`config.mk`:
```
export PLATFORM = sky130hd
export DESIGN_NAME = qrv_pipe_ctl
export DESIGN_NICKNAME = d
export VERILOG_FILES = /design/src/hdl/qrv_pkg.sv /design/src/hdl/qrv_pipe_ctl.sv
export SDC_FILE = /design/constraint.sdc
export NUM_CORES = 1
export LEC_CHECK = 0
export ABC_AREA = 1
export BUFFER_PORTS_ARGS = -buffer_cell sky130_fd_sc_hd__buf_2
export CAP_MARGIN = 40
export CORE_AREA = 2 2 39 41
export DETAILED_ROUTE_END_ITERATION = 10
export DIE_AREA = 0 0 41 43
export GPL_TIMING_DRIVEN = 0
export MAX_ROUTING_LAYER = met4
export PLACE_DENSITY_LB_ADDON = 0.12
export SLEW_MARGIN = 25
export SYNTH_ARGS = -nofsm -noshare
export SYNTH_HDL_FRONTEND = slang
export SYNTH_SLANG_ARGS = --single-unit
```
`constraint.sdc`:
```
create_clock -name clk -period 1.1 [get_ports clk]
set_input_delay 0.11 -clock clk [delete_from_list [all_inputs] [get_ports clk]]
set_output_delay 0.11 -clock clk [all_outputs]
set_load 0.1 [all_outputs]
```
`src/hdl/qrv_pkg.sv`:
```
// ----------------------------------------------------------------------------
// qrv_pkg
// Word types, fixed-point widths and pipeline constants for the quaternion
// vector rotation block.
// ----------------------------------------------------------------------------
package qrv_pkg;

    // field widths
    localparam int Q_W      = 32;   // quaternion component, Q2.30
    localparam int V_W      = 32;   // vector component, Q16.16
    localparam int ROUND_SH = 30;   // drop the Q2.30 fraction

    // first product q * (0, p)
    localparam int PROD1_W  = 64;   // Q2.30 x Q16.16
    localparam int SUM1_W   = 67;   // sum of three products plus sign headroom
    localparam int R_W      = 35;   // rounded intermediate quaternion, Q.16

    // second product r * q
    localparam int PROD2_W  = 67;   // Q.16 x Q2.30
    localparam int SUM2_W   = 69;   // sum of four products plus sign headroom
    localparam int O_W      = 39;   // rounded result before saturation

    // round half up bias
    localparam logic signed [SUM1_W-1:0] RND1 = SUM1_W'(1) <<< (ROUND_SH - 1);
    localparam logic signed [SUM2_W-1:0] RND2 = SUM2_W'(1) <<< (ROUND_SH - 1);

    // pipeline stages
    localparam int NUM_STAGES = 5;
    localparam int ST_PROD1   = 0;  // first products
    localparam int ST_RVEC    = 1;  // intermediate quaternion r
    localparam int ST_PROD2   = 2;  // second products
    localparam int ST_OPRE    = 3;  // rounded outputs
    localparam int ST_OUT     = 4;  // saturated output word

    // direction codes
    localparam logic OP_FWD = 1'b0;
    localparam logic OP_INV = 1'b1;

    typedef struct packed {
        logic                  op;
        logic signed [Q_W-1:0] quat_w;
        logic signed [Q_W-1:0] quat_x;
        logic signed [Q_W-1:0] quat_y;
        logic signed [Q_W-1:0] quat_z;
        logic signed [V_W-1:0] vec_x;
        logic signed [V_W-1:0] vec_y;
        logic signed [V_W-1:0] vec_z;
    } req_t;

    typedef struct packed {
        logic signed [V_W-1:0] out_x;
        logic signed [V_W-1:0] out_y;
        logic signed [V_W-1:0] out_z;
        logic                  overflow;
    } rsp_t;

    // per-stage load enables and occupancy
    typedef struct packed {
        logic [NUM_STAGES-1:0] en;
        logic [NUM_STAGES-1:0] valid;
    } ctl_t;

endpackage

```
`src/hdl/qrv_pipe_ctl.sv`:
```
// ----------------------------------------------------------------------------
// qrv_pipe_ctl
// Valid bits and load enables for the rotation pipeline. A stage loads when
// it is empty or when the stage after it loads, so bubbles close up and a
// stall at the output holds every full stage in place.
// ----------------------------------------------------------------------------
module qrv_pipe_ctl
    import qrv_pkg::*;
(
    input  logic clk,
    input  logic rst_n,
    input  logic req_valid,
    output logic req_ready,
    input  logic rsp_ready,
    output ctl_t ctl
);

    logic [NUM_STAGES-1:0] valid_reg;
    logic [NUM_STAGES-1:0] valid_next;
    logic [NUM_STAGES-1:0] en;

    // enable chain, from the output back to the input
    always_comb
    begin
        en[NUM_STAGES-1] = !valid_reg[NUM_STAGES-1] || rsp_ready;
        for (int k = NUM_STAGES - 2; k >= 0; k--)
        begin
            en[k] = !valid_reg[k] || en[k+1];
        end
    end

    // valid bits follow the data
    always_comb
    begin
        valid_next[0] = en[0] ? req_valid : valid_reg[0];
        for (int k = 1; k < NUM_STAGES; k++)
        begin
            valid_next[k] = en[k] ? valid_reg[k-1] : valid_reg[k];
        end
    end

    always_ff @(posedge clk or negedge rst_n)
    begin
        if (!rst_n)
        begin
            valid_reg <= '0;
        end
        else
        begin
            valid_reg <= valid_next;
        end
    end

    assign req_ready = en[0];
    assign ctl.en    = en;
    assign ctl.valid = valid_reg;

    // a stalled output word stays put
    a_out_hold: assert property (@(posedge clk) disable iff (!rst_n)
        (valid_reg[NUM_STAGES-1] && !rsp_ready) |=> valid_reg[NUM_STAGES-1])
        else $error("output word dropped while stalled");

    // a full pipeline with a stalled output takes no new word
    a_full_block: assert property (@(posedge clk) disable iff (!rst_n)
        (&valid_reg && !rsp_ready) |-> !req_ready)
        else $error("word taken into a full pipeline");

    // an accepted word lands in the first stage
    a_accept_lands: assert property (@(posedge clk) disable iff (!rst_n)
        (req_valid && req_ready) |=> valid_reg[0])
        else $error("accepted word lost at the first stage");

    // words in flight change only by what enters and what leaves
    a_conserve: assert property (@(posedge clk) disable iff (!rst_n)
        $past(rst_n) |-> ($countones(valid_reg) ==
            $past($countones(valid_reg)) + $past(req_valid && req_ready)
            - $past(valid_reg[NUM_STAGES-1] && rsp_ready)))
        else $error("word count in the pipeline is off");

endmodule

```
==> results.py, run 1 <==
metrics = {
    "synth": {
        "yosysTopAreaCell": "dfrtp_1",
        "yosysSeqAreaShare_pct": 58.1,
        "synth_mux_area_share_pct": 0,
        "yosys.area.top_type_share_pct": 58.1,
        "synth_cell_types": 7,
        "synth_area_um2": 215,
        "syn_inst": 22,
        "synthTopCellsByArea": "dfrtp_1, inv_1, nand2_1",
        "synth-simple-area-share_pct": 27.9,
        "synthesis.nets": 26,
        "synth_compound_area_share_pct": 0,
        "synthAdderAreaFrac_pct": 0,
        "synth-xor-area-share_pct": 0,
        "synth_top_family_by_area": "simple AND/OR/NAND/NOR gates",
        "ys_ff_latch": 5,
        "yosysWarnings": 0,
        "synth_area_per_cell_um2": 9.78,
    },
    "die": {
        "initial_core_util_pct": 15.6,
        "die_w_um": 41,
        "core_area_mm2": 0.00138,
        "floorplan.die_area_mm2": 0.00176,
        "io_pins": 15,
        "fp-row-count": 14,
        "fp.dieH_um": 43,
    },
    "setup_path": {
        "reg2reg_depth": 4,
        "worstPathArrival_ns": 1.26,
        "timing.critical_path.from": "valid_reg[3]$_DFFE_PN0P_",
        "rr_endpoint": "valid_reg[2]$_DFFE_PN0P_",
        "r2r_start": "valid_reg[3]$_DFFE_PN0P_",
        "crit_type": "register to output pin",
        "cp_max_fo": 3,
        "crit_path_end_kind": "output pin",
        "cp.required_ns": 0.99,
        "rrSetupSlack_ns": 0.02,
        "startpoint_type": "register",
    },
    "route": {
        "first_iter_violations": 1,
        "avgRoutedWirePerCell_um": 9.09,
        "dr.pass1.iters": 2,
        "wl_um": 609,
        "drtAntennaViolNets": 0,
        "vias_per_cell": 3.57,
        "drc_errors": 0,
        "via_count": 239,
    },
    "clock_network": {
        "clock_latency_ns": 0.24,
        "clockBufferDepth": 2,
        "numCtsBuffers": 3,
        "clock_sinks": 5,
        "root_buffer": "clkbuf_4",
        "htree_num_levels": 1,
        "cts_tree": "built",
        "cts.clk_slew.worst_paths_ns": 0.04,
    },
    "place": {
        "dp.cells": 52,
        "dpl_cell_area_um2": 339,
        "dp_hpwl_um": 415,
        "port_buffers": 14,
        "gp_congestion": 0.583,
    },
    "timing": {
        "min_period_over_period_pct": 124,
        "final.min_clock_period_ns": 1.37,
        "slew_viol_final": 0,
        "max_freq_ghz": 0.731,
        "worst_pin_slew_ns": 0.485,
        "clock_skew_ns": 0.00159,
        "slew_headroom_pct": 67.9,
        "hold_slack_ns": 0.0509,
        "hold_viol": 0,
        "rsz0062_at_grt": "true",
        "setup_viol": 9,
        "worst_slack_ns": -0.268,
    },
    "power_and_ir_drop": {
        "power_density_mw_per_mm2": 1930,
        "p_leak_nw": 0.297,
        "finalPower_mw": 1.14,
        "vdd.ir_drop.worst_uv": 808,
    },
    "flow_run": {
        "cap_violations": 0,
    },
    "global_route": {
        "antenna_found_initial": 0,
        "grt_max_degree": 6,
        "grt_pass1_wl_um": 938,
        "track_usage_pct": 8.48,
        "grt_pass1_vias": 244,
        "grt-ovfl-total": 0,
    },
    "outcome": {
        "status": "finished with violations",
        "failed_checks": "negative setup slack",
    },
    "finish": {
        "area.growth.synth_to_final_pct": 175,
        "finalNetCount": 56,
        "final_cells": 67,
        "largest_reg_flops": 5,
        "antenna_cells": 0,
        "final_common_cell": "buf_4",
        "drive_above_1_share_pct": 72.5,
        "fin_util_pct": 42.8,
        "layout_common_cells": "buf_4, buf_12, inv_1, buf_6",
        "final_cell_area_um2": 592,
    },
    "hold_path": {
        "hp-class": "input pin to register",
        "min_from": "req_valid",
        "holdPathEnd": "valid_reg[0]$_DFFE_PN0P_",
        "whs_path_depth": 3,
    },
}
[per-layer routing]
| metal | global-route usage, % | share of wire [%] | routed length, um | vias up |
|---|---|---|---|---|
| met4 | 4.00 | 0 | 0 | 0 |
| li1 | - | - | - | 122 |
| met1 | 7.19 | 35 | 214 | 104 |
| met2 | 15.0 | 54 | 327 | 13 |
| met3 | 3.14 | 11 | 68 | 0 |
| met5 | - | 0 | 0 | - |
[report_power, final]
group | switching, mW | internal, mW | total [mW]
combinational | 0.454 | 0.242 | 0.696
sequential | 0.0233 | 0.213 | 0.236
clock | 0.0705 | 0.137 | 0.207
total | 0.547 | 0.592 | 1.14
[stage by stage]
step / setup WS [ns] / setup TNS [ns]
floorplan: -0.894 / -5.42
global placement: -0.216 / -0.616
detailed placement: -0.230 / -0.688
CTS: -0.281 / -1.83
global route: -0.328 / -2.31
finish: -0.268 / -1.93
[worst max-delay path by stage]
stage,end,slack (ns),cells past startpoint
3_5_place_dp,ctl[5],-0.23,5
6_report,ctl[5],-0.27,5
4_1_cts,ctl[5],-0.28,5
5_1_grt,ctl[5],-0.33,5
3_3_place_gp,ctl[5],-0.22,5
2_1_floorplan,ctl[5],-0.89,4
[cell families after synthesis]
kind of cell / after synthesis
flops: 5
buf+inv: 7
simple gates: 10
[cell type report]
type	count	area [um^2]
repair buffers	25	287
multi-input cells	10	85.1
well taps	16	20.0
inverters	6	25.0
flip-flops and latches	5	134
fillers	134	792
plain buffers	1	15.0
clock buffers	4	26.3
[Yosys cell counts]
cell type / number
nor2_4: 1
nand2_1: 6
dfrtp_1: 5
buf_4: 1
nand3_2: 2
or2_1: 1
inv_1: 6
[timing repair]
item	CTS	global route
gates resized for setup	37	4
hold buffers	1	0
setup endpoints to repair	11	11
setup buffers	8	3
pin swaps	1	1
hold endpoints to repair	5	0
[critical path: stages, from the launching register on]
cell	delay [ns]
dfrtp_4	0.42
nand3_4	0.09
nor2_4	0.14
nand3_4	0.10
buf_8	0.13
buf_12	0.15
(Power assumes the default switching activity.)
==> inputs of run 2 (changes only) <==
--- a/config.mk
+++ b/config.mk
@@ -11,9 +11,9 @@
 export CORE_AREA = 2 2 39 41
 export DETAILED_ROUTE_END_ITERATION = 10
 export DIE_AREA = 0 0 41 43
-export GPL_TIMING_DRIVEN = 0
 export MAX_ROUTING_LAYER = met4
 export PLACE_DENSITY_LB_ADDON = 0.12
+export SETUP_SLACK_MARGIN = 0.2
 export SLEW_MARGIN = 25
 export SYNTH_ARGS = -nofsm -noshare
 export SYNTH_HDL_FRONTEND = slang
==> results.py, run 2 (same netlist as run 1, synthesis figures left out) <==
metrics = {
    "outcome": {
        "status": "finished with violations",
        "failed_checks": "negative setup slack",
    },
    "clock_network": {
        "clockBufferDepth": 2,
        "cts.clk_slew.worst_paths_ns": 0.04,
        "clock_latency_ns": 0.24,
        "cts_tree": "built",
        "numCtsBuffers": 3,
        "clock_sinks": 5,
        "htree_num_levels": 1,
        "root_buffer": "clkbuf_4",
    },
    "finish": {
        "final_common_cell": "buf_12",
        "area.growth.synth_to_final_pct": 180,
        "fin_util_pct": 43.5,
        "largest_reg_flops": 5,
        "nFillCells": 139,
        "drive_above_1_share_pct": 72.3,
        "antenna_cells": 0,
        "finalNetCount": 52,
        "layout_common_cells": "buf_12, inv_1, buf_6, nand2_1",
    },
    "timing": {
        "max_freq_ghz": 0.760,
        "min_period_over_period_pct": 120,
        "slew_headroom_pct": 89.6,
        "rsz0062_at_grt": "true",
        "slew_viol_final": 0,
        "hold_slack_ns": 0.0547,
        "hold_viol": 0,
        "clock_skew_ns": 0.000809,
        "worst_pin_slew_ns": 0.155,
        "worst_slack_ns": -0.216,
        "setup_viol": 9,
        "final.min_clock_period_ns": 1.32,
    },
    "die": {
        "initial_core_util_pct": 15.6,
        "core_area_mm2": 0.00138,
        "floorplan.die_area_mm2": 0.00176,
        "die_w_um": 41,
        "fp-row-count": 14,
        "io_pins": 15,
        "fp.dieH_um": 43,
    },
    "power_and_ir_drop": {
        "vdd.ir_drop.worst_uv": 675,
        "switching_share_pct": 47.4,
        "p_sw_mw": 0.555,
        "power_density_mw_per_mm2": 1950,
        "finalPower_mw": 1.17,
        "p_leak_nw": 0.294,
        "internal-power_mw": 0.617,
        "p_clk_share_pct": 18.3,
        "combPwrFrac_pct": 60.9,
        "power_frac_seq_pct": 20.8,
    },
    "route": {
        "via_count": 233,
        "wl_um": 579,
        "drtAntennaViolNets": 0,
        "avgRoutedWirePerCell_um": 9.19,
        "drc_errors": 0,
        "first_iter_violations": 5,
        "dr.pass1.iters": 2,
        "vias_per_cell": 3.70,
    },
    "setup_path": {
        "reg2reg_depth": 5,
        "cp_slowest_cell": "dfrtp_4",
        "path_common_cell": "nand3_4",
        "path_cells": "nand3_4 > nor2_4 > nand3_4 > buf_12",
        "cp.required_ns": 0.99,
        "slowest_delay_ns": 0.42,
        "cp_max_fo": 4,
        "crit_type": "register to output pin",
        "worstPathArrival_ns": 1.21,
        "crit_path_end_kind": "output pin",
        "startpoint_type": "register",
    },
    "global_route": {
        "use_met1_pct": 11.0,
        "grt-ovfl-total": 0,
        "antenna_found_initial": 0,
        "track_usage_pct": 9.70,
        "met2_usage_pct": 11.3,
        "use_met3_pct": 4.71,
        "grt.busiest_layer": "met2",
        "grt_pass1_vias": 245,
        "grt_max_degree": 6,
        "grt_pass1_wl_mm": 1.01,
    },
    "hold_path": {
        "hp-class": "input pin to register",
        "whs_path_depth": 3,
    },
    "place": {
        "gp_congestion": 0.563,
        "dp_hpwl_um": 448,
        "port_buffers": 14,
    },
    "flow_run": {
        "cap_violations": 0,
    },
}
run 2: cell types whose count changed in the layout (fill, tap and decap cells not counted), sizes merged:
cell  delta
buf      -4
run 2: critical path, delay by kind of cell, from the launching register on:
kind                   cells  cell delay (ns)
flip-flops                 1             0.42
AND/OR/NAND/NOR            3             0.36
buffers and inverters      1             0.19
run 2: path summary, 6_finish.rpt:
check                                          from                       end  slack [ns]
max                        valid_reg[3]$_DFFE_PN0P_                 req_ready       -0.22
min                                       req_valid  valid_reg[0]$_DFFE_PN0P_        0.05
max reg2reg                valid_reg[3]$_DFFE_PN0P_  valid_reg[1]$_DFFE_PN0P_        0.11
min reg2reg                valid_reg[2]$_DFFE_PN0P_  valid_reg[3]$_DFFE_PN0P_        0.52
max in group asynchronous                     rst_n  valid_reg[4]$_DFFE_PN0P_        0.73
min in group asynchronous                     rst_n  valid_reg[2]$_DFFE_PN0P_        0.22
run 2: layout make-up:
cell class,count,area (um^2),share of cell area (%)
inverters,6,22.5,3.74
repair buffers,22,317,52.6
clock buffers,4,26.3,4.37
multi-input cells,10,80.1,13.3
flip-flops and latches,5,136,22.7
well taps,16,20.0,3.33
run 2: per-layer routing:
metal / share of wire (%) / wire [um]
met2: 54 / 310
met4: 0.86 / 5
met5: 0 / 0
met3: 9.5 / 55
met1: 36 / 207
run 2: metrics by stage:
step / setup slack, ns / setup TNS (ns) / instances / cell area [um^2]
2_1_floorplan: -0.874 / -5.38 / 22 / 251
3_3_place_gp: 0.0315 / 0 / 55 / 522
3_5_place_dp: 0.0340 / 0 / 55 / 522
4_1_cts: -0.233 / -1.39 / 62 / 588
5_1_grt: -0.284 / -1.74 / 63 / 602
6_report: -0.216 / -1.28 / 63 / 602
run 2: power by group through the flow:
stage / clock network, mW / logic, mW / registers, mW
floorplan: 0 / 0.256 / 0.402
global placement: 0 / 0.671 / 0.244
detailed placement: 0 / 0.672 / 0.245
CTS: 0.226 / 0.705 / 0.244
global route: 0.246 / 0.737 / 0.247
finish: 0.214 / 0.713 / 0.244
run 2: repair_timing:
| action | CTS | global route |
|---|---|---|
| pin swaps | 1 | 0 |
| setup buffers | 2 | 1 |
| gates resized for setup | 4 | 2 |
| setup endpoints to repair | 15 | 16 |
| hold buffers | 1 | 0 |
| endpoints found under the hold margin | 5 | 0 |
==> inputs of run 3 (changes only) <==
--- a/config.mk
+++ b/config.mk
@@ -8,13 +8,14 @@
 export ABC_AREA = 1
 export BUFFER_PORTS_ARGS = -buffer_cell sky130_fd_sc_hd__buf_2
 export CAP_MARGIN = 40
+export CELL_PAD_IN_SITES_DETAIL_PLACEMENT = 0
+export CELL_PAD_IN_SITES_GLOBAL_PLACEMENT = 1
 export CORE_AREA = 2 2 39 41
 export DETAILED_ROUTE_END_ITERATION = 10
 export DIE_AREA = 0 0 41 43
 export MAX_ROUTING_LAYER = met4
 export PLACE_DENSITY_LB_ADDON = 0.12
 export SETUP_SLACK_MARGIN = 0.2
-export SLEW_MARGIN = 25
 export SYNTH_ARGS = -nofsm -noshare
 export SYNTH_HDL_FRONTEND = slang
 export SYNTH_SLANG_ARGS = --single-unit
==> results.py, run 3 (same netlist as run 1, synthesis figures left out) <==
metrics = {
    "power_and_ir_drop": {
        "vdd.ir_drop.worst_uv": 630,
        "internal-power_mw": 0.607,
        "p_leak_nw": 0.288,
        "p_clk_share_pct": 18.3,
        "switching_share_pct": 47.4,
        "p_sw_mw": 0.546,
        "combPwrFrac_pct": 60.6,
        "finalPower_mw": 1.15,
        "power_density_mw_per_mm2": 1960,
        "power_frac_seq_pct": 21.1,
    },
    "finish": {
        "drive_above_1_share_pct": 69.6,
        "largest_reg_flops": 5,
        "finalNetCount": 51,
        "nFillCells": 139,
        "area.growth.synth_to_final_pct": 173,
        "multi_input_area_um2": 77.6,
        "regArea_um2": 136,
        "final_common_cell": "buf_12",
        "antenna_cells": 0,
        "final_cells": 62,
        "layout_common_cells": "buf_12, inv_1, nand2_1, buf_6",
    },
    "timing": {
        "max_freq_ghz": 0.760,
        "worst_slack_ns": -0.216,
        "clock_skew_ns": 0.000524,
        "hold_viol": 0,
        "hold_slack_ns": 0.0533,
        "slew_headroom_pct": 89.8,
        "tns_ns": -1.29,
        "min_period_over_period_pct": 120,
        "slew_viol_final": 0,
        "rsz0062_at_grt": "true",
        "setup_viol": 8,
        "final.min_clock_period_ns": 1.32,
        "worst_pin_slew_ns": 0.152,
    },
    "hold_path": {
        "hp-class": "input pin to register",
        "min_from": "req_valid",
    },
    "clock_network": {
        "clockBufferDepth": 2,
        "clock_sinks": 5,
        "root_buffer": "clkbuf_4",
        "cts.clk_slew.worst_paths_ns": 0.04,
        "htree_num_levels": 1,
        "cts_tree": "built",
        "clock_latency_ns": 0.24,
        "numCtsBuffers": 3,
    },
    "place": {
        "port_buffers": 14,
        "dp.cells": 55,
        "gp_congestion": 0.575,
        "dp_hpwl_um": 450,
    },
    "outcome": {
        "failed_checks": "negative setup slack",
        "status": "finished with violations",
    },
    "setup_path": {
        "crit_path_end_kind": "output pin",
        "timing.critical_path.from": "valid_reg[3]$_DFFE_PN0P_",
        "path_cells": "nand3_4 > nor2_4 > nand3_4 > buf_12",
        "r2r_start": "valid_reg[3]$_DFFE_PN0P_",
        "cp_slowest_cell": "dfrtp_4",
        "startpoint_type": "register",
        "cp_max_fo": 4,
        "critPathBufInv": 1,
        "slowest_delay_ns": 0.42,
        "crit_type": "register to output pin",
        "worstPathArrival_ns": 1.21,
        "cp.required_ns": 0.99,
        "path_common_cell": "nand3_4",
        "crit_family": "flip-flops",
    },
    "flow_run": {
        "cap_violations": 0,
    },
    "route": {
        "drtAntennaViolNets": 0,
        "dr.pass1.iters": 2,
        "via_count": 214,
        "avgRoutedWirePerCell_um": 8.68,
        "drc_errors": 0,
        "first_iter_violations": 1,
        "vias_per_cell": 3.45,
        "wl_um": 538,
    },
    "die": {
        "initial_core_util_pct": 15.6,
        "fp-row-count": 14,
        "io_pins": 15,
        "core_area_mm2": 0.00138,
        "floorplan.die_area_mm2": 0.00176,
        "die_w_um": 41,
        "fp.dieH_um": 43,
    },
    "global_route": {
        "grt-ovfl-total": 0,
        "grt_max_degree": 6,
        "grt_pass1_wl_um": 897,
        "antenna_found_initial": 0,
        "grt_pass1_vias": 217,
        "track_usage_pct": 8.67,
    },
}
## run 3: cell types whose count changed in the layout (fill, tap and decap cells not counted)
cell,delta
buf_6,-1
nand2_1,+1
nand2_2,-1
## run 3: area by class of cell
cell class              count  area share, %
repair buffers             21           51.9
flip-flops and latches      5           23.2
multi-input cells          10           13.2
clock buffers               4           4.47
inverters                   6           3.83
well taps                  16           3.40
## run 3: path summary, 6_finish.rpt
kind,slack [ns],cells past startpoint,endpoint
max,-0.22,4,req_ready
min,0.05,3,valid_reg[0]$_DFFE_PN0P_
max reg2reg,0.15,3,valid_reg[2]$_DFFE_PN0P_
min reg2reg,0.52,2,valid_reg[3]$_DFFE_PN0P_
max in group asynchronous,0.73,2,valid_reg[4]$_DFFE_PN0P_
min in group asynchronous,0.22,2,valid_reg[3]$_DFFE_PN0P_
## run 3: repair_timing
item / CTS / global route
cloned: 0 / 0
resized for setup: 3 / 1
setup endpoints to repair: 14 / 16
endpoints found under the hold margin: 5 / 0
buffers inserted: 1 / 1
pin swaps: 2 / 1
hold buffers: 1 / 0
## run 3: worst min-delay path, delay by kind of cell
kind	cells	cell delay, ns
buffers and inverters	2	0.10
and+or+nand+nor	1	0.05
## run 3: power groups by stage
stage          Clock, mW  Combinational (mW)  Sequential (mW)
2_1_floorplan          0               0.256            0.402
3_3_place_gp           0               0.672            0.245
3_5_place_dp           0               0.674            0.245
4_1_cts            0.221               0.693            0.244
5_1_grt            0.236               0.725            0.247
6_report           0.211               0.699            0.243
## run 3: routing by layer
layer  GRT usage, %  part of all wire (%)  up-vias
met5              -                     0        -
met4           10.0                     0        0
met3           3.66                    12        0
met2           10.9                    51       13
met1           8.77                    37       92
li1               -                     -      109
## run 3: through the flow
step / utilization, % / cell area (um^2) / setup slack [ns]
5_1_grt: 42.5 / 588 / -0.278
3_3_place_gp: 37.7 / 522 / 0.0473
6_report: 42.5 / 588 / -0.216
4_1_cts: 41.7 / 577 / -0.240
3_5_place_dp: 37.7 / 522 / 0.0222
2_1_floorplan: - / 251 / -0.874
